`src/rtl/erd_pkg.sv`:
```
package erd_pkg;

	// Frame and window limits.
	localparam int MAX_WIDTH  = 1024;
	localparam int MAX_HEIGHT = 4096;
	localparam int MAX_RADIUS = 3;

	// Field and register widths.
	localparam int COL_W     = $clog2(MAX_WIDTH);
	localparam int FW_W      = 11;
	localparam int FH_W      = 13;
	localparam int RAD_W     = 2;
	localparam int ROW_W     = 13;
	localparam int OUT_ROW_W = 12;
	localparam int PIX_W     = 8;
	localparam int RUN_W     = 3;
	localparam int POS_W     = ROW_W + FW_W;
	localparam int LAG_W     = RAD_W + FW_W;
	localparam int RES_W     = PIX_W + OUT_ROW_W + COL_W;
	localparam int DATA_OUT_W = ((RES_W + 7) / 8) * 8;

	// Configuration port.
	localparam int CFG_IDX_W  = 2;
	localparam int CFG_DATA_W = 13;

	typedef enum logic [CFG_IDX_W-1:0] {
		REG_FRAME_WIDTH  = 2'd0,
		REG_FRAME_HEIGHT = 2'd1,
		REG_RADIUS       = 2'd2
	} cfg_reg_t;

	localparam logic [FW_W-1:0]  FW_RESET  = 11'd640;
	localparam logic [FH_W-1:0]  FH_RESET  = 13'd480;
	localparam logic [RAD_W-1:0] RAD_RESET = 2'd1;

	// Pixel codes and run saturation.
	localparam logic [PIX_W-1:0] PIX_FG = 8'd255;
	localparam logic [PIX_W-1:0] PIX_BG = 8'd0;
	localparam logic             OPC_PIXEL = 1'b0;
	localparam logic [RUN_W-1:0] RUN_MAX = 3'd7;

	// Position recompute sequence after reset or a register write.
	typedef enum logic [1:0] {
		INIT_DONE = 2'd0,
		INIT_ADD  = 2'd1,
		INIT_MUL  = 2'd2
	} init_state_t;

	// Output queue.
	localparam int OFIFO_DEPTH = 4;
	localparam int OFIFO_AW    = $clog2(OFIFO_DEPTH);
	localparam int OFIFO_CNT_W = OFIFO_AW + 1;

	// Per-word control carried from the position stage into the run stage.
	typedef struct packed {
		logic             valid;
		logic [COL_W-1:0] col;
		logic             fg;
		logic             first_row;
		logic             in_frame;
		logic             col0;
		logic             emit;
		logic             last;
		logic [OUT_ROW_W-1:0] out_row;
		logic [COL_W-1:0] out_col;
	} pix_ctl_t;

	// One result word.
	typedef struct packed {
		logic [COL_W-1:0]     col;
		logic [OUT_ROW_W-1:0] row;
		logic [PIX_W-1:0]     value;
		logic                 last;
	} result_t;

	function automatic logic [RUN_W-1:0] sat_inc(input logic [RUN_W-1:0] v);
		return (v >= RUN_MAX) ? RUN_MAX : v + RUN_W'(1);
	endfunction

endpackage

```
`src/rtl/erd_run.sv`:
```
module erd_run import erd_pkg::*; (
	input  logic             clk,
	input  logic             arst_n,
	input  logic             rd_en,
	input  logic [COL_W-1:0] rd_addr,
	input  logic [RAD_W-1:0] radius_eff,
	input  pix_ctl_t         ctl_s1,
	output logic             res_valid,
	output result_t          res
);

	logic [RUN_W-1:0] mem [MAX_WIDTH];
	logic [RUN_W-1:0] rdata_s1;
	logic             fwd_s1;
	logic [RUN_W-1:0] fwd_data_s1;
	logic [RUN_W-1:0] row_run_q;

	logic             wr_en;
	logic [RUN_W-1:0] span;
	logic [RUN_W-1:0] stored;
	logic [RUN_W-1:0] vrun;
	logic [RUN_W-1:0] prev_h;
	logic [RUN_W-1:0] hrun;

	// Vertical and horizontal run update for the word in stage 1.
	always_comb begin
		wr_en = ctl_s1.valid && ctl_s1.in_frame;
		span  = RUN_W'({radius_eff, 1'b1});
		if (ctl_s1.first_row) begin
			stored = '0;
		end else if (fwd_s1) begin
			stored = fwd_data_s1;
		end else begin
			stored = rdata_s1;
		end
		vrun   = ctl_s1.fg ? sat_inc(stored) : '0;
		prev_h = ctl_s1.col0 ? '0 : row_run_q;
		hrun   = (vrun >= span) ? sat_inc(prev_h) : '0;
	end

	// Column run memory: read for the next word, write back this one.
	always_ff @(posedge clk) begin
		if (rd_en) begin
			rdata_s1 <= mem[rd_addr];
		end
		if (wr_en) begin
			mem[ctl_s1.col] <= vrun;
		end
	end

	// The memory returns old data when the word behind reads the column
	// written in this cycle, so the new run is forwarded around it.
	always_ff @(posedge clk or negedge arst_n) begin
		if (!arst_n) begin
			fwd_s1 <= 1'b0;
		end else if (rd_en) begin
			fwd_s1 <= wr_en && (ctl_s1.col == rd_addr);
		end
	end

	always_ff @(posedge clk) begin
		if (rd_en) begin
			fwd_data_s1 <= vrun;
		end
	end

	// Horizontal run, cleared at frame end.
	always_ff @(posedge clk or negedge arst_n) begin
		if (!arst_n) begin
			row_run_q <= '0;
		end else if (ctl_s1.valid) begin
			row_run_q <= ctl_s1.last ? '0 : hrun;
		end
	end

	// Result word.
	always_comb begin
		res_valid = ctl_s1.valid && ctl_s1.emit;
		res.value = ((hrun >= span) && ctl_s1.in_frame) ? PIX_FG : PIX_BG;
		res.row   = ctl_s1.out_row;
		res.col   = ctl_s1.out_col;
		res.last  = ctl_s1.last;
	end

endmodule

```
`config.mk`:
```
export PLATFORM = sky130hd
export DESIGN_NAME = erd_run
export DESIGN_NICKNAME = d
export VERILOG_FILES = /design/src/rtl/erd_pkg.sv /design/src/rtl/erd_run.sv
export SDC_FILE = /design/constraint.sdc
export NUM_CORES = 2
export LEC_CHECK = 0
export ABC_CLOCK_PERIOD_IN_PS = 63200
export BUFFER_PORTS_ARGS = -buffer_cell sky130_fd_sc_hd__buf_2
export CAP_MARGIN = 20
export CORE_UTILIZATION = 29
export CTS_BUF_LIST = sky130_fd_sc_hd__clkbuf_16
export DETAILED_ROUTE_END_ITERATION = 7
export PLACE_DENSITY = 0.53
export SLEW_MARGIN = 10
export SYNTH_ARGS = -nofsm -noshare
export SYNTH_HDL_FRONTEND = slang
export SYNTH_SLANG_ARGS = --single-unit
export TNS_END_PERCENT = 50
```
`constraint.sdc`:
```
create_clock -name clk -period 63.2 [get_ports clk]
set_input_delay 6.32 -clock clk [delete_from_list [all_inputs] [get_ports clk]]
set_output_delay 6.32 -clock clk [all_outputs]
set_load 0.1 [all_outputs]
```
==> flow_summary.toml <==
[final_layout]
final_area_mm2 = 0.141
fillers = 39973
multi_input_area_mm2 = 0.0288
fin_util = 0.332
finalNetCount = 6803
area_growth_pct = 13.7
drive_gt1_frac = 0.203
ff_latch_area_mm2 = 0.0925
stdcell_count = 12681

[yosys]
synthArstFlopShare = 0.00130
synth_ff_type = "edfxtp_1"
synth.avg_cell_area_um2 = 18.5
synth_cell_types = 73
seq_area_frac_synth = 0.746
synth-warning-count = 0
post-synth-top-count-cell = "edfxtp_1"
synthCells = 6695
ys_top_cells_by_count = "edfxtp_1 (3078), nor2_1 (1101), mux4_2 (640), mux2i_1 (328), clkbuf_1 (254)"
yosys-top-cells-area = "edfxtp_1 (74%), mux4_2 (12%), nor2_1 (3.3%)"
synth_top_area_cell = "edfxtp_1"
yosysTopAreaCellShare = 0.745
synth_area_mm2 = 0.124
ys_ff_latch = 3082
synth_enable_flop_cells = 3078
syn_nets = 6757

[worst_setup_path]
slowest_stage = "o21a_4"
cpMostUsedCell = "ha_1"
cp_top_family = "compound AO/OA/AOI/OAI gates"
r2r_start = "rdata_s1[0]$_DFFE_PP_"
critical_path_class = "in -> out"
crit_chain = "buf_2 -> nor2_1 -> ha_1 -> ha_1 -> a21o_1 -> o21a_4 -> ha_1 -> a31o_2 -> a21o_1 -> o21ai_0 -> inv_1 -> ha_1 -> a31o_2 -> a21oi_1 -> nor2b_1 -> buf_2"
cp.required_ns = 56.88
cp.arrival_ns = 10.13
cp_num_buf_inv = 3
slowest_delay_ns = 0.64
startpoint = "ctl_s1[26]"
critPathCaptureType = "output pin"
path_max_fanout = 65
cp-start-kind = "primary input"

[placement]
dpl-instance-area_mm2 = 0.130
hpwl_um = 217000
dp_cells = 12071
portBuffers = 41
gp_congestion = 0.814

[global_routing]
grt_pass1_vias = 67393
track_usage = 0.167
grt_start_max_net_pins = 198
antenna_found_initial = 29
overflow = 0
grt_pass1_wl_um = 521000

[worst_hold_path]
min_path_type = "reg -> reg"
worstHoldStart = "row_run_q[2]$_DFFE_PN0P_"

[floorplanning]
core_mm2 = 0.425
die_h_um = 656
rows = 239
ios = 86
initial_core_util = 0.292
die-area_mm2 = 0.431
dieWidth_um = 656

[timing]
period_share = 0.260
setup_viol = 0
relSlewSlack = 0.202
worst_slew_pin_slew_ns = 1.19
setup_tns_ns = 0
finalMaxSlewViolations = 0
clock_skew_ns = 0.0639
rsz0062_at_grt = "false"
clock.fmax_mhz = 60.8
hold_viol_final = 0
finalCriticalPeriod_ns = 16.45

[detailed_routing]
vias = 66382
firstDrtPassIters = 6
drc = 0
drt_iter0_markers = 8416
viasPerCell = 5.23
final_antenna_net_count = 0
wire_per_inst_um = 29.2
wl_um = 370000

[power]
vdd_drop_max_mv = 0.0233
power_mw = 4.45
p_leak_nw = 43.4
power.density_mw_per_mm2 = 31.5

[clock_network]
insertion_delay_ns = 0.94
cts_setup_buffers = 0
htree_levels = 5
clock_sinks = 3082
path_clk_slew_ns = 0.06
cts-root-buf = "clkbuf_16"
cts_buffer_depth = 4
cts_tree = "yes"
cts_made_buffers = 326
cts_resized = 0
cts_hold_buf = 0

[outcome]
status = "complete, no violations"

[flow_run]
max_cap_violations = 0
## where the power goes
group	switching (mW)	total, mW	leakage, nW	internal (mW)
combinational	0.180	0.248	9.94	0.0689
clock	0.820	1.92	5.41	1.10
sequential	0.000813	2.29	28.1	2.29
total	1.00	4.45	43.4	3.45
## metal layers
metal | GRT usage | share of wire | vias to the layer above
met2 | 0.277 | 0.48 | 3119
met5 | 0 | 0.000035 | -
met3 | 0.0266 | 0.081 | 556
li1 | - | - | 27066
met1 | 0.228 | 0.41 | 35639
met4 | 0.0481 | 0.030 | 2
## cell type report
| type | instances | area share |
|---|---|---|
| well taps | 5663 | 0.0502 |
| repair buffers | 247 | 0.0140 |
| clock inverters | 264 | 0.0174 |
| multi-input cells | 3071 | 0.204 |
| diodes | 13 | 0.000230 |
| flip-flops and latches | 3082 | 0.655 |
| clock buffers | 328 | 0.0581 |
| inverters | 13 | 0.000399 |
## flip-flops by register name, summed over array words and instances (netlist names)
name,cells
fwd_data_s1,3
row_run_q,3
rdata_s1,3
fwd_s1,1
mem,3072
## layout by cell type, fill, tap and decap left out, types with 38 or more instances in the layout
cell	instances
clkinv_1	84
nor2_1	1098
a21oi_1	92
o22ai_1	94
mux2i_1	328
edfxtp_1	3078
buf_2	38
a22oi_1	75
o221ai_1	98
inv_1	66
o21ai_0	66
mux4_2	640
buf_4	190
clkbuf_16	328
clkinv_2	50
nand2_1	129
nor3_1	63
## worst paths after layout
kind | endpoint | slack [ns] | cells past startpoint
worst min register to register | row_run_q[2]$_DFFE_PN0P_ | 0.58 | 2
worst max register to register | mem[164][2]$_DFFE_PP_ | 57.95 | 8
worst min-delay path | row_run_q[2]$_DFFE_PN0P_ | 0.58 | 2
worst max-delay path | res[3] | 46.75 | 16
max in group asynchronous | fwd_s1$_DFFE_PN0P_ | 57.88 | 1
min in group asynchronous | row_run_q[0]$_DFFE_PN0P_ | 5.20 | 1
## cell families (layout without fill, tap and decap cells)
logic type | Yosys count | count (layout) | share of synthesized area
mux | 994 | 994 | 0.146
other cells | 0 | 13 | 0
buf+inv | 542 | 852 | 0.0251
fa+ha+maj | 8 | 8 | 0.000807
flops | 3082 | 3082 | 0.746
xor+xnor | 10 | 10 | 0.000706
compound gates | 563 | 563 | 0.0318
simple gates | 1496 | 1496 | 0.0498
## worst min-delay path, delay by kind of cell, from the launching register on
family          cells  cell delay, ns
flops               1            0.38
buf+inv             1            0.07
compound gates      1            0.09
## metrics by stage
step | hold WS (ns) | worst slack (ns)
after floorplan | 0.530 | 32.53
after global placement | 0.549 | 46.70
after detailed placement | 0.576 | 46.71
after CTS | 0.583 | 46.71
after global routing | 0.608 | 46.53
final | 0.584 | 46.75
Power figures use the tool's default switching activity.
