### src/rtl/erd_pkg.sv
package erd_pkg;

	// Frame and window limits.
	localparam int MAX_WIDTH  = 1024;
	localparam int MAX_HEIGHT = 4096;
	localparam int MAX_RADIUS = 3;

	// Field and register widths.
	localparam int COL_W     = $clog2(MAX_WIDTH);
	localparam int FW_W      = 11;
	localparam int FH_W      = 13;
	localparam int RAD_W     = 2;
	localparam int ROW_W     = 13;
	localparam int OUT_ROW_W = 12;
	localparam int PIX_W     = 8;
	localparam int RUN_W     = 3;
	localparam int POS_W     = ROW_W + FW_W;
	localparam int LAG_W     = RAD_W + FW_W;
	localparam int RES_W     = PIX_W + OUT_ROW_W + COL_W;
	localparam int DATA_OUT_W = ((RES_W + 7) / 8) * 8;

	// Configuration port.
	localparam int CFG_IDX_W  = 2;
	localparam int CFG_DATA_W = 13;

	typedef enum logic [CFG_IDX_W-1:0] {
		REG_FRAME_WIDTH  = 2'd0,
		REG_FRAME_HEIGHT = 2'd1,
		REG_RADIUS       = 2'd2
	} cfg_reg_t;

	localparam logic [FW_W-1:0]  FW_RESET  = 11'd640;
	localparam logic [FH_W-1:0]  FH_RESET  = 13'd480;
	localparam logic [RAD_W-1:0] RAD_RESET = 2'd1;

	// Pixel codes and run saturation.
	localparam logic [PIX_W-1:0] PIX_FG = 8'd255;
	localparam logic [PIX_W-1:0] PIX_BG = 8'd0;
	localparam logic             OPC_PIXEL = 1'b0;
	localparam logic [RUN_W-1:0] RUN_MAX = 3'd7;

	// Position recompute sequence after reset or a register write.
	typedef enum logic [1:0] {
		INIT_DONE = 2'd0,
		INIT_ADD  = 2'd1,
		INIT_MUL  = 2'd2
	} init_state_t;

	// Output queue.
	localparam int OFIFO_DEPTH = 4;
	localparam int OFIFO_AW    = $clog2(OFIFO_DEPTH);
	localparam int OFIFO_CNT_W = OFIFO_AW + 1;

	// Per-word control carried from the position stage into the run stage.
	typedef struct packed {
		logic             valid;
		logic [COL_W-1:0] col;
		logic             fg;
		logic             first_row;
		logic             in_frame;
		logic             col0;
		logic             emit;
		logic             last;
		logic [OUT_ROW_W-1:0] out_row;
		logic [COL_W-1:0] out_col;
	} pix_ctl_t;

	// One result word.
	typedef struct packed {
		logic [COL_W-1:0]     col;
		logic [OUT_ROW_W-1:0] row;
		logic [PIX_W-1:0]     value;
		logic                 last;
	} result_t;

	function automatic logic [RUN_W-1:0] sat_inc(input logic [RUN_W-1:0] v);
		return (v >= RUN_MAX) ? RUN_MAX : v + RUN_W'(1);
	endfunction

endpackage

### src/rtl/erd_ofifo.sv
module erd_ofifo import erd_pkg::*; (
	input  logic                   clk,
	input  logic                   arst_n,
	input  logic                   push,
	input  result_t                push_data,
	input  logic                   pop,
	output logic                   valid,
	output result_t                data,
	output logic [OFIFO_CNT_W-1:0] count
);

	result_t                fifo_q [OFIFO_DEPTH];
	logic [OFIFO_AW-1:0]    wr_ptr_q;
	logic [OFIFO_AW-1:0]    rd_ptr_q;
	logic [OFIFO_CNT_W-1:0] cnt_q;

	assign valid = cnt_q != '0;
	assign data  = fifo_q[rd_ptr_q];
	assign count = cnt_q;

	// Pointers and fill level.
	always_ff @(posedge clk or negedge arst_n) begin
		if (!arst_n) begin
			wr_ptr_q <= '0;
			rd_ptr_q <= '0;
			cnt_q    <= '0;
		end else begin
			if (push) begin
				wr_ptr_q <= wr_ptr_q + OFIFO_AW'(1);
			end
			if (pop) begin
				rd_ptr_q <= rd_ptr_q + OFIFO_AW'(1);
			end
			cnt_q <= cnt_q + OFIFO_CNT_W'(push) - OFIFO_CNT_W'(pop);
		end
	end

	// Entry storage.
	always_ff @(posedge clk) begin
		if (push) begin
			fifo_q[wr_ptr_q] <= push_data;
		end
	end

endmodule

### config.mk
export PLATFORM = sky130hd
export DESIGN_NAME = erd_ofifo
export DESIGN_NICKNAME = d
export VERILOG_FILES = /design/src/rtl/erd_pkg.sv /design/src/rtl/erd_ofifo.sv
export SDC_FILE = /design/constraint.sdc
export NUM_CORES = 1
export LEC_CHECK = 0
export ABC_CLOCK_PERIOD_IN_PS = 3400
export BUFFER_PORTS_ARGS = -buffer_cell sky130_fd_sc_hd__buf_2
export CORE_MARGIN = 2
export CORE_UTILIZATION = 61
export DETAILED_ROUTE_END_ITERATION = 7
export PLACE_DENSITY = 0.95
export SLEW_MARGIN = 20
export SYNTH_ARGS = -nofsm -noshare
export SYNTH_HDL_FRONTEND = slang
export SYNTH_SLANG_ARGS = --single-unit
### constraint.sdc
create_clock -name clk -period 3.4 [get_ports clk]
set_input_delay 0.17 -clock clk [delete_from_list [all_inputs] [get_ports clk]]
set_output_delay 0.17 -clock clk [all_outputs]
set_load 0.005 [all_outputs]
==> results of run 1 <==
cell usage after synthesis, drive strengths merged:
cell type | n | area (µm²)
inv | 6 | 22.52
mux4 | 31 | 709.4
nand2 | 2 | 7.510
or3 | 1 | 6.260
dfrtp | 7 | 175.2
xnor2 | 3 | 26.28
and2 | 4 | 25.02
xor2 | 2 | 17.52
fa | 1 | 20.02
edfxtp | 124 | 3724
o21ai | 1 | 5.000
buf | 7 | 86.33
ha | 6 | 75.07
state kept, by name, summed over array words and instances, names as in the netlist:
register	flops
rd_ptr_q	2
fifo_q	124
wr_ptr_q	2
count	3
through the flow:
step	hold slack, ns	power, mW	area, µm²
global route	0.4019	5.508	6232
CTS	0.3826	5.301	6230
global placement	0.006888	3.492	5300
floorplan	-0.1256	3.144	4900
finish	0.4088	5.274	6232
detailed placement	0.01659	3.552	5300
power by group through the flow:
stage               Clock [mW]  Sequential (mW)  Combinational (mW)
floorplan                    0             2.22               0.923
global placement             0             2.38                1.11
detailed placement           0             2.41                1.15
CTS                       1.72             2.38                1.20
global route              1.79             2.43                1.29
finish                    1.71             2.38                1.19
layout make-up:
class | count | area (µm²)
Fill cell | 378 | 1535
Timing Repair Buffer | 106 | 713.2
Inverter | 6 | 22.52
Tap cell | 102 | 127.6
Clock buffer | 19 | 431.7
Clock inverter | 13 | 137.6
Multi-Input combinational cell | 51 | 897.1
Sequential cell | 131 | 3902
how the worst max path moves through the flow:
| stage | start | endpoint | slack (ns) | depth (start not counted) |
|---|---|---|---|---|
| floorplan | wr_ptr_q[0] | fifo_q[0][0] | 1.62 | 3 |
| global placement | rd_ptr_q[0] | data[30] | 1.29 | 2 |
| detailed placement | rd_ptr_q[0] | data[30] | 1.28 | 2 |
| CTS | rd_ptr_q[0] | data[0] | 0.73 | 2 |
| global route | rd_ptr_q[1] | data[21] | 0.87 | 3 |
| finish | rd_ptr_q[1] | data[28] | 1.0 | 3 |
layer usage:
layer / GRT usage (%) / part of all wire (%) / vias up
met4: 10.87 / 1.7 / 0
met2: 36.57 / 54 / 90
met5: 0 / 0 / -
li1: - / - / 1051
met1: 29.54 / 38 / 1199
met3: 6.527 / 6.1 / 11
timing repair:
| item | 4_1_cts | 5_1_grt |
|---|---|---|
| hold buffers | 36 | 0 |
| resized for setup | 0 | 0 |
| endpoints found under the hold margin | 136 | 0 |
| buffers inserted | 0 | 0 |
worst max-delay path, stage by stage (launching register included):
cell and delay [ns]:
dfrtp_1 0.83, buf_4 0.38, mux4_2 0.34, buf_2 0.16
kinds of logic (layout without fill, tap and decap cells):
| group | after synthesis | count (layout) | synth area share [%] |
|---|---|---|---|
| buffers and inverters | 13 | 144 | 2.222 |
| XOR/XNOR | 5 | 5 | 0.8939 |
| flip-flops | 131 | 131 | 79.57 |
| adder cells (fa/ha/maj) | 7 | 7 | 1.941 |
| AND/OR/NAND/NOR | 7 | 7 | 0.7917 |
| AO/OA/AOI/OAI | 1 | 1 | 0.1020 |
| multiplexers | 31 | 31 | 14.48 |
==> results.toml, run 1 <==
[timing]
drv_slew = 0
layout_min_cycle_time_ns = 2.402
fin_crit_sh_pct = 70.64
rsz0062_at_grt = "false"
slew_headroom_pct = 44.02
finalSetupViolations = 0
hold_violations = 0
tightest_slew_ns = 0.8396
setup_ws_ns = 0.9982
max_freq_mhz = 416.4
skew_ns = 0.007637
fin_tns_setup_ns = 0

[critical_path]
r2r-start = "wr_ptr_q[1]"
critPathMaxFanout = 17
timing.rr.end = "fifo_q[0][10]"
path_class = "register to output port"
end_kind = "output port"
critPathArrivalTime_ns = 2.23
ff2ff_setup_slack_ns = 1.64
rr_worst_depth = 3
crit_required_ns = 3.23
start_kind = "register"

[floorplan]
die_x_um = 93.63
core_um2 = 7767
start_util_pct = 63.08
chipHeight_um = 93.63
num_rows = 32
io_pins = 70
die-area_um2 = 8766

[place]
placed_cells = 360
dp_hpwl_um = 4637
globalplace.congestion = 0.6942
numPortBuffers = 69
place_ws_ns = 1.276

[grt]
overflow = 0
first_global_vias = 2522
grt_pass1_wl_um = 13970
antenna_found_initial = 0
grtUsageTotal_pct = 22.89
grt_max_degree = 34

[pwr]
clockPowerShare_pct = 32.4
irDropWorstVdd_mv = 0.6130
power.density_nw_per_um2 = 846.2
seqPwrFrac_pct = 45.1
internal-power_mw = 3.852
p_sw_mw = 1.422
swShare_pct = 26.97
leakagePower_nw = 2.249
power_frac_comb_pct = 22.5

[synth]
ys_ff_latch = 131
ys.warnings.count = 0
ys_seq_area_share_pct = 79.57
synthCells = 195
syn-num-nets = 237
netlist_area_um2 = 4900
ys_types = 16
syn_avg_cell_area_um2 = 25.13

[drt]
drcViolationCount = 0
drt-initial-drc-count = 238
antenna_left = 0
drt-pass1-iter-count = 4
vias_per_cell = 5.493
vias = 2351
drt-wirelength-per-cell_um = 21.03
wirelength_um = 9000

[final_layout]
n_antenna_cell = 0
area_growth_pct = 27.20
utilization_pct = 80.24
nNetsFinal = 355
layout_common_cells = "124 x edfxtp_1, 69 x buf_2, 36 x dlygate4sd3_1, 28 x mux4_2, 16 x clkbuf_16"
mostFrequentLayoutCell = "edfxtp_1"
fin_cells = 428
drive_above_1_share_pct = 40.80

[min_path]
worstHoldEndpoint = "fifo_q[3][3]"
min_from = "push_data[3]"
hold_depth = 2
hold_path.class = "input pin to register"

[clock_network]
cts_buffers = 17
insertion_delay_ns = 0.51
clockBufferDepth = 2
clkSlewWorstSetupHoldPaths_ns = 0.05
cts-root-buf = "clkbuf_8"
clock_sinks = 131
cts_tree = "yes"
cts_htree_levels = 4

[run]
drv_cap = 0

[run_status]
status = "finished clean"
Note: power is estimated with default switching activity, not from simulation.
==> run 2: changes to the inputs <==
--- a/config.mk
+++ b/config.mk
@@ -5,12 +5,12 @@
 export SDC_FILE = /design/constraint.sdc
 export NUM_CORES = 1
 export LEC_CHECK = 0
-export ABC_CLOCK_PERIOD_IN_PS = 3400
+export ABC_CLOCK_PERIOD_IN_PS = 2000
 export BUFFER_PORTS_ARGS = -buffer_cell sky130_fd_sc_hd__buf_2
 export CORE_MARGIN = 2
-export CORE_UTILIZATION = 61
+export CORE_UTILIZATION = 51
 export DETAILED_ROUTE_END_ITERATION = 7
-export PLACE_DENSITY = 0.95
+export PLACE_DENSITY = 0.87
 export SLEW_MARGIN = 20
 export SYNTH_ARGS = -nofsm -noshare
 export SYNTH_HDL_FRONTEND = slang
==> constraint.sdc (replaced) <==
create_clock -name clk -period 2 [get_ports clk]
set_input_delay 0.1 -clock clk [delete_from_list [all_inputs] [get_ports clk]]
set_output_delay 0.1 -clock clk [all_outputs]
set_load 0.005 [all_outputs]
==> results.toml, run 2 (synthesis results as in run 1) <==
[place]
place_ws_ns = 0.2623
numPortBuffers = 69
dp_hpwl_um = 5023
placed_cell_area_um2 = 5421
globalplace.congestion = 0.7060

[timing]
tightest_slew_ns = 0.3359
finalSetupViolations = 0
fin_tns_setup_ns = 0
rsz0062_at_grt = "true"
max_freq_mhz = 519.7
hold_violations = 0
setup_ws_ns = 0.07580
skew_ns = 0.004743
slew_headroom_pct = 77.53
drv_slew = 0
fin_crit_sh_pct = 96.21
layout_min_cycle_time_ns = 1.924

[drt]
wirelength_um = 8759
antenna_left = 0
drt-pass1-iter-count = 6
wl_met3_um = 316
drt-initial-drc-count = 158
drt-wirelength-per-cell_um = 18.80
vias_per_cell = 5.127
drcViolationCount = 0
top_layer = "met4"
met2WireLength_um = 4660
drt-met1-wl_um = 3735
vias = 2389

[floorplan]
num_rows = 35
die_x_um = 102.0
die-area_um2 = 10410
chipHeight_um = 102.0
io_pins = 70
core_um2 = 9284
start_util_pct = 52.78

[critical_path]
start_kind = "register"
critPathCapture = "data[0]"
crit_chain = "buf_12, mux4_1, buf_2"
rr_worst_depth = 7
crit_start = "rd_ptr_q[0]"
ff2ff_setup_slack_ns = 0.27
critical-path-slowest-cell = "mux4_1"
critPathMaxFanout = 17
critPathArrivalTime_ns = 1.82
timing.rr.end = "count[2]"
slowest_delay_ns = 0.55
crit_required_ns = 1.90
r2r-start = "count[0]"
end_kind = "output port"
path_class = "register to output port"

[final_layout]
layout_common_cells = "124 x edfxtp_1, 66 x buf_2, 35 x dlygate4sd3_1, 30 x mux4_2, 17 x clkbuf_16"
utilization_pct = 68.99
top_register = "fifo_q"
drive_above_1_share_pct = 42.73
largest_register_ffs = 124
fillers = 608
mostFrequentLayoutCell = "edfxtp_1"
area_growth_pct = 30.72
fin_area_um2 = 6405
n_antenna_cell = 0
nNetsFinal = 366

[clock_network]
cts-root-buf = "clkbuf_8"
clock_sinks = 131
cts_htree_levels = 4
cts_tree = "yes"
clkSlewWorstSetupHoldPaths_ns = 0.06
cts_buffers = 17
clockBufferDepth = 2
insertion_delay_ns = 0.49

[pwr]
irDropWorstVdd_mv = 0.8266
leakagePower_nw = 2.329
power.density_nw_per_um2 = 1458

[grt]
grtUsageTotal_pct = 17.51
overflow = 0
grt_max_degree = 34
first_global_vias = 2552
antenna_found_initial = 0
grt_pass1_wl_um = 12850

[min_path]
hold_depth = 2
hold_path.class = "input pin to register"

[run]
drv_cap = 0

[run_status]
status = "finished clean"
## run 2: cell count changes in the layout (fill, tap and decap cells not counted), sizes merged
cell / before / now
bufinv: 2 / 4
buf: 70 / 81
dlygate4sd3: 36 / 35
clkbuf: 19 / 22
clkinvlp: 2 / 1
clkinv: 9 / 6
## run 2: layer usage
layer	up-vias	track usage, %
li1	1075	-
met1	1251	21.35
met2	59	29.40
met3	4	5.814
met5	-	0
met4	0	6.564
## run 2: cell type report
class,instances,area (µm²),share of cell area [%]
clock buffers,21,429.2,6.701
clock inverters,11,160.2,2.500
inverters,6,22.52,0.3516
multi-input cells,51,889.6,13.89
flip-flops and latches,131,3900,60.89
well taps,129,161.4,2.520
repair buffers,117,842.1,13.15
## run 2: worst min-delay path by stage
stage | slack [ns] | to | from
CTS | 0.32 | rd_ptr_q[0] | pop
global route | 0.34 | fifo_q[0][4] | push_data[4]
finish | 0.35 | fifo_q[3][28] | push_data[28]
global placement | -0.06 | count[0] | arst_n
floorplan | -0.20 | count[0] | arst_n
detailed placement | -0.05 | count[0] | arst_n
## run 2: metrics by stage
step                      cells  hold slack (ns)  power, mW
after detailed placement    397         -0.05410      6.175
after floorplan             195          -0.1956      5.345
final                       466           0.3500      9.337
after global routing        466           0.3394      9.770
after global placement      397         -0.06248      6.076
after CTS                   464           0.3242      9.306
## run 2: critical path: cells and delay by family, from the launching register on
kind | cells | cell delay [ns]
flip-flops | 1 | 0.42
multiplexers | 1 | 0.55
buffers and inverters | 2 | 0.35
## run 2: timing repair
action	in CTS	in global routing
buffers inserted	0	1
hold buffers	35	0
resized for setup	2	3
cloned	0	1
endpoints found under the setup margin	2	31
hold endpoints to repair	136	0
## run 2: report_power, final
group	total [mW]	switching, mW	leakage, nW	internal (mW)
clock network	3.04	1.03	0.287	2.01
logic	2.52	1.18	0.822	1.34
registers	3.77	0.165	1.22	3.61
total	9.34	2.38	2.33	6.96
==> run 3: changes to the inputs <==
--- a/config.mk
+++ b/config.mk
@@ -10,6 +10,7 @@
 export CORE_MARGIN = 2
 export CORE_UTILIZATION = 51
 export DETAILED_ROUTE_END_ITERATION = 7
+export GPL_TIMING_DRIVEN = 0
 export PLACE_DENSITY = 0.87
 export SLEW_MARGIN = 20
 export SYNTH_ARGS = -nofsm -noshare
==> results.toml, run 3 (synthesis results as in run 1) <==
[run_status]
status = "finished clean"

[floorplan]
die_x_um = 102.0
core_um2 = 9284
num_rows = 35
start_util_pct = 52.78
die-area_um2 = 10410
io_pins = 70
chipHeight_um = 102.0

[timing]
fin_crit_sh_pct = 95.62
hold_violations = 0
tightest_slew_ns = 0.4200
drv_slew = 0
rsz0062_at_grt = "false"
layout_min_cycle_time_ns = 1.912
finalSetupViolations = 0
max_freq_mhz = 522.9
slew_headroom_pct = 72.00
setup_ws_ns = 0.08760
fin_tns_setup_ns = 0
skew_ns = 0.004819

[drt]
antenna_left = 0
drt-initial-drc-count = 86
vias = 2362
wirelength_um = 8329
drt-pass1-iter-count = 4
drcViolationCount = 0
vias_per_cell = 5.080
drt-wirelength-per-cell_um = 17.91

[final_layout]
layout_common_cells = "124 x edfxtp_1, 72 x buf_2, 35 x dlygate4sd3_1, 28 x mux4_2, 16 x clkbuf_16"
fillers = 602
drive_above_1_share_pct = 42.56
largest_register_ffs = 124
top_register = "fifo_q"
area_growth_pct = 31.38
nNetsFinal = 365
mostFrequentLayoutCell = "edfxtp_1"
n_antenna_cell = 0

[critical_path]
slowest_delay_ns = 0.51
end_kind = "output port"
start_kind = "register"
path_class = "register to output port"
critical-path-top-delay-family = "multiplexers"
critPathMaxFanout = 10
critPathArrivalTime_ns = 1.81
crit_required_ns = 1.90
crit_chain = "buf_6, buf_12, mux4_2, buf_2"
critical-path-slowest-cell = "mux4_2"
crit_buf_inv = 3

[clock_network]
clockBufferDepth = 2
cts_tree = "yes"
cts_buffers = 17
insertion_delay_ns = 0.50
cts_htree_levels = 4
clock_sinks = 131
cts-root-buf = "clkbuf_8"
cts.repair.resized = 0
clkSlewWorstSetupHoldPaths_ns = 0.06

[grt]
antenna_found_initial = 0
first_global_vias = 2507
grtUsageTotal_pct = 17.54
grt_max_degree = 23
overflow = 0
grt_pass1_wl_um = 12900

[pwr]
leakagePower_nw = 2.332
power.density_nw_per_um2 = 1441
power_mw = 9.279
irDropWorstVdd_mv = 0.7747

[place]
globalplace.congestion = 0.6716
numPortBuffers = 69
place_ws_ns = 0.3118
dp_hpwl_um = 5052

[min_path]
hold_path.class = "input pin to register"

[run]
drv_cap = 0
run 3: stage by stage:
step	std cells	area (µm²)	util [%]	hold slack (ns)
floorplan	195	4900	-	-0.1956
global placement	393	5406	58.23	-0.06351
detailed placement	397	5499	59.23	-0.04742
CTS	464	6430	69.26	0.3160
global route	465	6437	69.34	0.3331
finish	465	6437	69.34	0.3424
run 3: worst paths after layout:
path,end,slack [ns],cells after the start,startpoint
max,data[21],0.09,4,rd_ptr_q[0]
min,fifo_q[2][10],0.34,2,push_data[10]
max reg2reg,count[2],0.32,7,count[0]
min reg2reg,wr_ptr_q[0],0.57,1,wr_ptr_q[0]
max in group asynchronous,count[2],1.17,3,arst_n
min in group asynchronous,count[1],0.56,3,arst_n
run 3: report_power, final:
group          internal, mW  switching (mW)  leakage (nW)
clock                  1.89            1.09         0.278
sequential             3.60           0.158          1.22
combinational          1.37            1.16         0.833
run 3: worst reg2reg max path: stages (launching register included):
cell	delay, ns
dfrtp_1	0.36
inv_1	0.05
ha_1	0.27
inv_1	0.04
ha_1	0.18
fa_1	0.38
xnor2_1	0.18
xnor2_1	0.14
run 3: layout make-up:
cell class              instances  area (µm²)  area share [%]
clock buffers                  18       417.9           6.492
flip-flops and latches        131        3899           60.56
clock inverters                14       162.7           2.527
well taps                     129       161.4           2.507
repair buffers                109       790.8           12.28
plain buffers                   7       86.33           1.341
inverters                       6       22.52          0.3499
multi-input cells              51       897.1           13.94
run 3: what timing repair did:
| action | in CTS | in global routing |
|---|---|---|
| setup endpoints to repair | 0 | 3 |
| endpoints found under the hold margin | 136 | 0 |
| setup buffers | 0 | 1 |
| hold buffers | 35 | 0 |
run 3: routing by layer:
metal	vias to the layer above	track usage, %	part of all wire, %
met5	-	0	0
met4	0	6.154	0.71
met3	5	6.019	4.8
met2	77	29.20	53
met1	1207	21.73	42
li1	1073	-	-
