### src/rtl/erd_pkg.sv
package erd_pkg;

	// Frame and window limits.
	localparam int MAX_WIDTH  = 1024;
	localparam int MAX_HEIGHT = 4096;
	localparam int MAX_RADIUS = 3;

	// Field and register widths.
	localparam int COL_W     = $clog2(MAX_WIDTH);
	localparam int FW_W      = 11;
	localparam int FH_W      = 13;
	localparam int RAD_W     = 2;
	localparam int ROW_W     = 13;
	localparam int OUT_ROW_W = 12;
	localparam int PIX_W     = 8;
	localparam int RUN_W     = 3;
	localparam int POS_W     = ROW_W + FW_W;
	localparam int LAG_W     = RAD_W + FW_W;
	localparam int RES_W     = PIX_W + OUT_ROW_W + COL_W;
	localparam int DATA_OUT_W = ((RES_W + 7) / 8) * 8;

	// Configuration port.
	localparam int CFG_IDX_W  = 2;
	localparam int CFG_DATA_W = 13;

	typedef enum logic [CFG_IDX_W-1:0] {
		REG_FRAME_WIDTH  = 2'd0,
		REG_FRAME_HEIGHT = 2'd1,
		REG_RADIUS       = 2'd2
	} cfg_reg_t;

	localparam logic [FW_W-1:0]  FW_RESET  = 11'd640;
	localparam logic [FH_W-1:0]  FH_RESET  = 13'd480;
	localparam logic [RAD_W-1:0] RAD_RESET = 2'd1;

	// Pixel codes and run saturation.
	localparam logic [PIX_W-1:0] PIX_FG = 8'd255;
	localparam logic [PIX_W-1:0] PIX_BG = 8'd0;
	localparam logic             OPC_PIXEL = 1'b0;
	localparam logic [RUN_W-1:0] RUN_MAX = 3'd7;

	// Position recompute sequence after reset or a register write.
	typedef enum logic [1:0] {
		INIT_DONE = 2'd0,
		INIT_ADD  = 2'd1,
		INIT_MUL  = 2'd2
	} init_state_t;

	// Output queue.
	localparam int OFIFO_DEPTH = 4;
	localparam int OFIFO_AW    = $clog2(OFIFO_DEPTH);
	localparam int OFIFO_CNT_W = OFIFO_AW + 1;

	// Per-word control carried from the position stage into the run stage.
	typedef struct packed {
		logic             valid;
		logic [COL_W-1:0] col;
		logic             fg;
		logic             first_row;
		logic             in_frame;
		logic             col0;
		logic             emit;
		logic             last;
		logic [OUT_ROW_W-1:0] out_row;
		logic [COL_W-1:0] out_col;
	} pix_ctl_t;

	// One result word.
	typedef struct packed {
		logic [COL_W-1:0]     col;
		logic [OUT_ROW_W-1:0] row;
		logic [PIX_W-1:0]     value;
		logic                 last;
	} result_t;

	function automatic logic [RUN_W-1:0] sat_inc(input logic [RUN_W-1:0] v);
		return (v >= RUN_MAX) ? RUN_MAX : v + RUN_W'(1);
	endfunction

endpackage

### src/rtl/erd_ctrl.sv
module erd_ctrl import erd_pkg::*; (
	input  logic                  clk,
	input  logic                  arst_n,
	input  logic                  cfg_we,
	input  logic [CFG_IDX_W-1:0]  cfg_index,
	input  logic [CFG_DATA_W-1:0] cfg_wdata,
	input  logic                  accept,
	input  logic                  opcode,
	input  logic [PIX_W-1:0]      pixel_value,
	output logic                  busy,
	output logic [COL_W-1:0]      rd_addr,
	output logic [RAD_W-1:0]      radius_eff,
	output pix_ctl_t              ctl_s1
);

	logic [FW_W-1:0]   width_q;
	logic [FH_W-1:0]   height_q;
	logic [RAD_W-1:0]  radius_q;
	logic [ROW_W-1:0]  in_row_q;
	logic [COL_W-1:0]  in_col_q;
	logic [ROW_W-1:0]  out_row_q;
	logic [COL_W-1:0]  out_col_q;
	logic [POS_W-1:0]  pos_q;
	logic [POS_W-1:0]  prod_q;
	logic [LAG_W-1:0]  lag_q;
	init_state_t       init_q;
	init_state_t       init_d;

	logic [FW_W-1:0]  w_eff;
	logic [FH_W-1:0]  h_eff;
	logic [COL_W-1:0] col;
	logic             in_frame;
	logic             fg;
	logic             emit;
	logic             last;
	logic [FW_W-1:0]  in_col_inc;
	logic [FW_W-1:0]  out_col_inc;

	// Clamp the registers to their usable ranges.
	always_comb begin
		if (width_q == '0) begin
			w_eff = FW_W'(1);
		end else if (width_q > FW_W'(MAX_WIDTH)) begin
			w_eff = FW_W'(MAX_WIDTH);
		end else begin
			w_eff = width_q;
		end
		if (height_q == '0) begin
			h_eff = FH_W'(1);
		end else if (height_q > FH_W'(MAX_HEIGHT)) begin
			h_eff = FH_W'(MAX_HEIGHT);
		end else begin
			h_eff = height_q;
		end
		radius_eff = (radius_q > RAD_W'(MAX_RADIUS)) ? RAD_W'(MAX_RADIUS) : radius_q;
	end

	// Decode the incoming word against the current positions.
	always_comb begin
		col         = (FW_W'(in_col_q) < w_eff) ? in_col_q : COL_W'(w_eff - FW_W'(1));
		in_frame    = in_row_q < h_eff;
		fg          = in_frame && (opcode == OPC_PIXEL) && (pixel_value == PIX_FG);
		emit        = pos_q >= POS_W'(lag_q);
		last        = emit && ((14'(out_row_q) + 14'd1) >= 14'(h_eff))
			&& ((FW_W'(out_col_q) + FW_W'(1)) >= w_eff);
		in_col_inc  = FW_W'(in_col_q) + FW_W'(1);
		out_col_inc = FW_W'(out_col_q) + FW_W'(1);
	end

	assign rd_addr = col;

	// Recompute sequence: a register write restarts it, otherwise it runs to done.
	always_comb begin
		if (cfg_we) begin
			init_d = INIT_MUL;
		end else begin
			unique case (init_q)
				INIT_MUL:  init_d = INIT_ADD;
				INIT_ADD:  init_d = INIT_DONE;
				INIT_DONE: init_d = INIT_DONE;
				default:   init_d = INIT_MUL;
			endcase
		end
	end

	// Input is held off until the position has been rebuilt.
	always_comb begin
		busy = init_q != INIT_DONE;
	end

	// Registers, recompute sequence and position counters.
	always_ff @(posedge clk or negedge arst_n) begin
		if (!arst_n) begin
			width_q   <= FW_RESET;
			height_q  <= FH_RESET;
			radius_q  <= RAD_RESET;
			in_row_q  <= '0;
			in_col_q  <= '0;
			out_row_q <= '0;
			out_col_q <= '0;
			pos_q     <= '0;
			init_q    <= INIT_MUL;
		end else begin
			init_q <= init_d;
			if (cfg_we) begin
				unique case (cfg_index)
					REG_FRAME_WIDTH:  width_q  <= cfg_wdata[FW_W-1:0];
					REG_FRAME_HEIGHT: height_q <= cfg_wdata[FH_W-1:0];
					REG_RADIUS:       radius_q <= cfg_wdata[RAD_W-1:0];
					default: ;
				endcase
			end else if (init_q == INIT_ADD) begin
				pos_q <= prod_q + POS_W'(in_col_q);
			end else if (accept) begin
				if (last) begin
					in_row_q  <= '0;
					in_col_q  <= '0;
					out_row_q <= '0;
					out_col_q <= '0;
					pos_q     <= '0;
				end else begin
					pos_q <= pos_q + POS_W'(1);
					if (in_col_inc >= w_eff) begin
						in_col_q <= '0;
						in_row_q <= in_row_q + ROW_W'(1);
					end else begin
						in_col_q <= in_col_inc[COL_W-1:0];
					end
					if (emit) begin
						if (out_col_inc >= w_eff) begin
							out_col_q <= '0;
							out_row_q <= out_row_q + ROW_W'(1);
						end else begin
							out_col_q <= out_col_inc[COL_W-1:0];
						end
					end
				end
			end
		end
	end

	// Row base product and lag for the recompute sequence.
	always_ff @(posedge clk) begin
		if (init_q == INIT_MUL) begin
			prod_q <= POS_W'(in_row_q) * POS_W'(w_eff);
			lag_q  <= LAG_W'(radius_eff) * LAG_W'(w_eff) + LAG_W'(radius_eff);
		end
	end

	// Stage 1 valid bit and payload.
	always_ff @(posedge clk or negedge arst_n) begin
		if (!arst_n) begin
			ctl_s1 <= '0;
		end else begin
			ctl_s1.valid <= accept;
			if (accept) begin
				ctl_s1.col       <= col;
				ctl_s1.fg        <= fg;
				ctl_s1.first_row <= in_row_q == '0;
				ctl_s1.in_frame  <= in_frame;
				ctl_s1.col0      <= in_col_q == '0;
				ctl_s1.emit      <= emit;
				ctl_s1.last      <= last;
				ctl_s1.out_row   <= out_row_q[OUT_ROW_W-1:0];
				ctl_s1.out_col   <= out_col_q;
			end
		end
	end

endmodule

### config.mk
export PLATFORM = sky130hd
export DESIGN_NAME = erd_ctrl
export DESIGN_NICKNAME = d
export VERILOG_FILES = /design/src/rtl/erd_pkg.sv /design/src/rtl/erd_ctrl.sv
export SDC_FILE = /design/constraint.sdc
export NUM_CORES = 1
export LEC_CHECK = 0
export BUFFER_PORTS_ARGS = -buffer_cell sky130_fd_sc_hd__buf_2
export CAP_MARGIN = 20
export CORE_MARGIN = 2
export CORE_UTILIZATION = 57
export CTS_CLUSTER_DIAMETER = 200
export DETAILED_ROUTE_END_ITERATION = 10
export MAX_ROUTING_LAYER = met4
export PLACE_DENSITY = 0.8
export SKIP_LAST_GASP = 1
export SLEW_MARGIN = 20
export SYNTH_ARGS = -nofsm -noshare
export SYNTH_HDL_FRONTEND = slang
export SYNTH_SLANG_ARGS = --single-unit
### constraint.sdc
create_clock -name clk -period 5.7 [get_ports clk]
set_input_delay 0.855 -clock clk [delete_from_list [all_inputs] [get_ports clk]]
set_output_delay 0.855 -clock clk [all_outputs]
set_load 0.005 [all_outputs]
==> results.txt, run 1 <==
Longest Clk Path Bufs = 2
register area = 4550 µm²
hold-critical path depth = 2
post-synth cell types = 86
CTS tree = done
# nets final = 2143
full die area = 29500 µm²
final setup violation count = 0
I/O Pins = 80
Mapped Cells = 1718
yosys warns = 0
Worst path most repeated cell = fa_1
HPWL after detailed placement = 32500 µm
Vias = 13600
most common cell after layout, fill and taps aside = inv_1
cell family with most CP delay = adder cells
Crit Path Class = reg -> reg
Die W = 172 µm
Core Box Area = 27800 µm²
initial antenna violation count = 0
DIE HEIGHT = 172 µm
sequential area share after synthesis = 28.4%
ant diodes = 0
Max Fclk = 179 MHz
status = finished, final reports clean
Area contributors post-synth = dfrtp_1, ha_1, fa_1
Slowest-stage cell, CP = fa_1
layout cell share with drive strength beyond 1 = 19.2%
GPL Wtd Cong = 0.996
multi-input logic area = 10700 µm²
RR Endpoint = prod_q[21]
total global routing overflow = 0
peak supply drop = 201 µV
Synth top area share = 20.1%
post-DR vias/cell = 6.08
CTS buffer count = 17
DR WL/cell = 19.7 µm
Syn-to-layout area delta = 13.8%
Syn Nets = 2017
pwr/cell area = 278 nW/µm²
Worst Setup End Kind = flop
Final period util = 98.1%
worst-margin pin slew = 902 ps
CP startpoint kind = flop
GRT Overall Usage = 30.9%
hold slack = 486 ps
Row Count = 61
Pwr Total = 0.00507 W
Clock Latency Late Sink = 440 ps
critical path data required time = 6010 ps
global-route wire length before repair = 68400 µm
clock skew = 16.0 ps
r2r worst-path depth = 20
clock tree sinks = 174
starting density of the core = 57.8%
crit-path max FO = 8
MaxCap Viol Count = 0
crit path cell chain = buf_6 -> nor2b_4 -> buf_6 -> nand2_1 -> fa_1 -> fa_1 -> inv_1 -> fa_1 -> fa_1 -> inv_1 -> fa_1 -> inv_1 -> ha_2 -> nand3b_1 -> o21ai_2 -> a21oi_2 -> a21bo_2 -> o221a_4 -> or4b_4 -> nand3_2
drt first pass iters = 6
port bufs = 79
largest net degree at the start of global routing = 85
final core utilization = 65.7%
final WL = 44000 µm
R2R Path Start = width_q[10]
vias in the first global route = 12900
R2R Setup Slk = 110 ps
clock transition at the registers of the reported paths = 70 ps
register bit total from synthesis = 174
hold_sp = ctl_s1[24]
Hold Crit Endpoint = ctl_s1[24]
Hold WC Path Type = reg -> reg
antenna-violating nets left = 0
1st-iter DRT viols = 1336
clock root buffer master = clkbuf_16
P_leak = 8.96 nW
Critical Path AT = 5900 ps
setup_tns = 0 ps
fillers = 2161
worst path buffer plus inverter count = 5
fraction of registers with async set/reset = 78.7%
cell taking the most area after synthesis = dfrtp_1
predominant post-synthesis flop cell = dfrtp_1
commonest cells after routing, fill and taps aside = inv_1, nand2_1, ha_1, dfrtp_1, fa_1
Rel. slew slack = 39.9%
slowest stage delay, CP = 540 ps
Post-Syn Area per Cell = 9.34 µm²
drt drc = 0
Slew Limit Fails = 0
cell area after synthesis = 16000 µm²
Post-synth EDFFs = 37
Tmin final = 5590 ps
H-tree levels = 4
Fin. Hold Viols = 0
## cell type report
type,instances,share of cell area (%)
multi-input combinational,1278,58.5
sequential,174,24.9
timing repair buffer,174,6.59
inverter,199,4.11
tap,378,2.59
clock buffer,18,2.35
clock inverter,14,0.918
## per-layer routing
metal / up-vias / GRT usage [%] / wire length [µm]
met2: 595 / 48.7 / 20700
li1: 6142 / - / -
met3: 123 / 4.44 / 3260
met5: - / - / 0
met4: 0 / 10.7 / 1610
met1: 6721 / 41.0 / 18400
## state kept, by name, summed over array words and instances, names as in the netlist
signal / cells
init_q: 2
out_row_q: 13
radius_q: 2
in_row_q: 13
ctl_s1: 39
out_col_q: 10
pos_q: 24
lag_q: 13
width_q: 11
prod_q: 24
in_col_q: 10
height_q: 13
## cells in the mapped netlist (6+ instances only)
cell type and count:
nand2_1 197, inv_1 193, ha_1 170, dfrtp_1 129, fa_1 101, nor2_1 93, o21ai_0 85, mux2_2 56
a21oi_1 53, xnor2_1 51, clkbuf_1 49, nand3_1 46, and2_1 43, and3_1 42, edfxtp_1 37, xor2_1 26
nor2b_1 21, nor3_1 21, a21o_1 19, nand2b_1 18, o21a_1 14, o21ai_1 14, nor4_1 13, o211ai_1 12
o31ai_1 12, or3_1 11, nand3b_1 10, a211oi_1 9, a32oi_1 9, nand4_1 9, buf_2 8, dfstp_2 8
a22o_1 7, a22oi_1 6, a31oi_1 6, mux2_4 6, mux2i_1 6, or2_2 6
## what timing repair did
item | CTS | global route
setup endpoints to repair | 5 | 9
gates resized for setup | 5 | 57
gates cloned | 0 | 1
buffers inserted | 2 | 17
pin swaps | 3 | 40
hold buffers | 0 | 0
## how the worst max path moves through the flow
| stage | from | to | slack, ps | depth (start not counted) |
|---|---|---|---|---|
| floorplan | width_q[10] | prod_q[21] | -3 | 23 |
| global placement | width_q[10] | prod_q[15] | 60 | 19 |
| detailed placement | width_q[10] | prod_q[15] | -40 | 21 |
| CTS | width_q[9] | prod_q[15] | -20 | 19 |
| global route | width_q[10] | prod_q[21] | -70 | 20 |
| finish | width_q[10] | prod_q[21] | 110 | 20 |
## worst register-to-register path: stages (launching register included)
cell      delay (ps)
dfrtp_2          480
buf_6            150
nor2b_4          170
buf_6            150
nand2_1           70
fa_1             500
fa_1             530
inv_1             60
fa_1             510
fa_1             540
inv_1             50
fa_1             530
inv_1             50
ha_2             220
nand3b_1         220
o21ai_2          100
a21oi_2           80
a21bo_2          260
o221a_4          240
or4b_4           480
nand3_2           70
## kinds of logic after synthesis
kind of cell	synth area share [%]
simple gates	17.1
compound gates	13.1
fa+ha+maj	25.9
buf+inv	6.54
flops	28.4
xor+xnor	4.20
mux	4.87
## power breakdown
group | total [W] | switching (W) | internal, W
Sequential | 0.00179 | 0.000265 | 0.00152
Combinational | 0.00207 | 0.00117 | 0.000903
Clock | 0.00121 | 0.000618 | 0.000595
## through the flow
step           instance area [µm²]  std cells  setup WS, ps
2_1_floorplan                16100       1718         -3.41
3_3_place_gp                 17200       2182          59.3
3_5_place_dp                 17200       2182         -35.9
4_1_cts                      17900       2216         -15.1
5_1_grt                      18300       2235         -68.1
6_report                     18300       2235           110
No activity file was read; power rests on OpenSTA's default activity.
==> run 2, diff against run 1 <==
Settings changed: CORE_ASPECT_RATIO set to 0.8, REMOVE_ABC_BUFFERS set to 1.
==> run 2 against run 1 <==
Worst hold slack got worse by 92 ps. Sequential cell count unchanged. Total power increased by 0.93%. First-iteration DRC count decreased by 2.8%. Via count about the same. Critical path type unchanged. Highest routed layer unchanged.
==> results.txt, run 2 (synthesis gave the netlist of run 1 again) <==
design area = 18400 µm² (+0.61%)
Syn-to-layout area delta = 14.5%
ant diodes = 0 (unchanged)
Critical Path AT = 5890 ps (about the same)
setup_tns = 0 ps (unchanged)
Die W = 192 µm (+12%)
port bufs = 79 (unchanged)
RSZ-0062 raised after global routing = yes
Top Layer Used = met4
Vias = 13600 (-0.096%)
drt first pass iters = 5 (-1)
wire length on met3 = 4670 µm (+43%)
WL met2 = 20600 µm (-0.46%)
clock transition at the registers of the reported paths = 80 ps (about the same)
global-route wire length before repair = 74000 µm (+8.2%)
pwr/cell area = 279 nW/µm² (+0.32%)
HPWL after detailed placement = 35200 µm (+8.3%)
full die area = 29500 µm² (about the same)
fillers = 2066 (-4.4%)
1st-iter DRT viols = 1298 (-2.8%)
CP startpoint kind = flop
clock tree sinks = 174 (unchanged)
internal power = 0.00303 W (+0.25%)
Crit Path Class = reg -> reg
critical path data required time = 6020 ps (about the same)
crit-path max FO = 8 (unchanged)
logic gate share of total power = 41.1% (+0.3 points)
Row Count = 54 (-11%)
Fin. Hold Viols = 0 (unchanged)
total global routing overflow = 0 (unchanged)
CTS tree = done
GPL Wtd Cong = 1.01 (+1.9%)
Rel. slew slack = 30.8% (-9.1 points)
Routed met1 length = 19500 µm (+6.1%)
Clock Latency Late Sink = 450 ps (about the same)
top flop regs = ctl_s1: 39 flops, pos_q: 24 flops, prod_q: 24 flops
# nets final = 2162 (+0.89%)
Seq pwr share = 35.2% (about the same)
crit path cell chain = buf_6 -> nor2b_1 -> buf_4 -> buf_6 -> nand2_1 -> fa_1 -> inv_1 -> fa_1 -> inv_1 -> fa_1 -> inv_1 -> fa_1 -> ha_1 -> ha_1 -> buf_4 -> a21oi_4 -> inv_2 -> a21oi_4 -> nand2_1 -> o221a_4 -> or4b_4 -> nand3_2
Reg with most FFs = ctl_s1
drt drc = 0 (unchanged)
Final period util = 97.8% (-0.29 points)
Tmin final = 5570 ps (-16.5 ps)
Hold WC Path Type = in -> async
largest net degree at the start of global routing = 74 (-13%)
status = finished, final reports clean
register area = 4550 µm² (unchanged)
I/O Pins = 80 (unchanged)
slowest stage delay, CP = 570 ps (+30 ps)
Worst path most repeated cell = fa_1
worst-margin pin slew = 1030 ps (+132 ps)
Worst Setup End Kind = flop
hold slack = 395 ps (-91.7 ps)
DR WL/cell = 20.6 µm (+4.5%)
sw power = 0.00209 W (+1.9%)
final WL = 46100 µm (+4.7%)
Net Sw Frac = 40.8% (+0.40 points)
starting density of the core = 58.3% (+0.59 points)
Clock Power Share = 23.7% (-0.2 points)
Placed Instance Area = 17400 µm² (+0.84%)
Core Box Area = 27500 µm² (-1.0%)
P_leak = 9.05 nW (+0.95%)
MaxCap Viol Count = 0 (unchanged)
initial antenna violation count = 0 (unchanged)
post-DR vias/cell = 6.06 (-0.32%)
multi-input logic area = 10700 µm² (+0.20%)
Slowest-stage cell, CP = fa_1
most common cell after layout, fill and taps aside = nand2_1
Slew Limit Fails = 0 (unchanged)
Max Fclk = 179 MHz (+0.30%)
commonest cells after routing, fill and taps aside = nand2_1, inv_1, ha_1, dfrtp_1, buf_4
H-tree levels = 4 (unchanged)
clock root buffer master = clkbuf_16
layout cell share with drive strength beyond 1 = 20.7% (+1.6 points)
GRT Overall Usage = 33.4% (+2.5 points)
antenna-violating nets left = 0 (unchanged)
# hold bufs at CTS = 0 (unchanged)
max reg flops = 39 (unchanged)
vias in the first global route = 13400 (+4.2%)
Longest Clk Path Bufs = 2 (unchanged)
final cell count without fillers = 2240 (+0.22%)
CTS buffer count = 17 (unchanged)
peak supply drop = 268 µV (+34%)
DIE HEIGHT = 154 µm (-10%)
clock skew = 12.3 ps (-3.73 ps)
final setup violation count = 0 (unchanged)
placed insts = 2193 (+0.50%)
run 2: changes by cell type in the layout (fill, tap and decap cells not counted), moves of 4 or more:
cell / change
nor2_2: +4
nand2_1: +5
inv_1: -7
nand2_2: -6
buf_4: +20
inv_2: +6
nor2_1: -6
run 2: metrics by stage:
stage	total power [W]	utilization (%)	worst slack, ps
final	0.00512	66.8	126
after global routing	0.00543	66.8	-55.1
after CTS	0.00502	65.8	-17.4
after detailed placement	0.00378	63.1	-173
after global placement	0.00369	63.1	-96.1
after floorplan	0.00299	-	-400
run 2: worst max-delay path, delay by kind of cell (launching register included):
| family | cells | cell delay [ps] |
|---|---|---|
| compound gates | 3 | 550 |
| fa+ha+maj | 6 | 2640 |
| buf+inv | 8 | 910 |
| flops | 1 | 490 |
| simple gates | 5 | 830 |
run 2: per-layer routing:
layer  up-vias  GRT usage, %
met5         -             -
met4         0          10.7
met3       113          7.26
met2       683          48.3
met1      6583          46.7
li1       6189             -
run 2: power by group through the flow:
| stage | combinational (W) | clock [W] | sequential [W] |
|---|---|---|---|
| 6_report | 0.00210 | 0.00121 | 0.00180 |
| 5_1_grt | 0.00234 | 0.00127 | 0.00183 |
| 4_1_cts | 0.00202 | 0.00121 | 0.00179 |
| 3_5_place_dp | 0.00197 | 0 | 0.00180 |
| 3_3_place_gp | 0.00189 | 0 | 0.00180 |
| 2_1_floorplan | 0.00126 | 0 | 0.00172 |
run 2: worst paths after layout:
| check | from | slack [ps] | cells past startpoint | end |
|---|---|---|---|---|
| max | width_q[10] | 130 | 22 | prod_q[21] |
| min | arst_n | 390 | 1 | ctl_s1[25] |
| min in group clk | ctl_s1[24] | 490 | 2 | ctl_s1[24] |
| max in group asynchronous | arst_n | 3910 | 2 | width_q[10] |
| max reg2reg | width_q[10] | 130 | 22 | prod_q[21] |
| min reg2reg | ctl_s1[24] | 490 | 2 | ctl_s1[24] |
run 2: timing repair:
action / in CTS / in global routing
setup endpoints to repair: 9 / 10
resized for setup: 23 / 67
buffers inserted: 4 / 9
pin swaps: 8 / 53
gates cloned: 2 / 0
run 2: cell type report:
cell class,instances,share of cell area (%)
multi-input cells,1277,58.3
flip-flops and latches,174,24.8
repair buffers,194,7.10
inverters,199,4.10
well taps,364,2.48
clock buffers,17,2.32
clock inverters,15,0.954
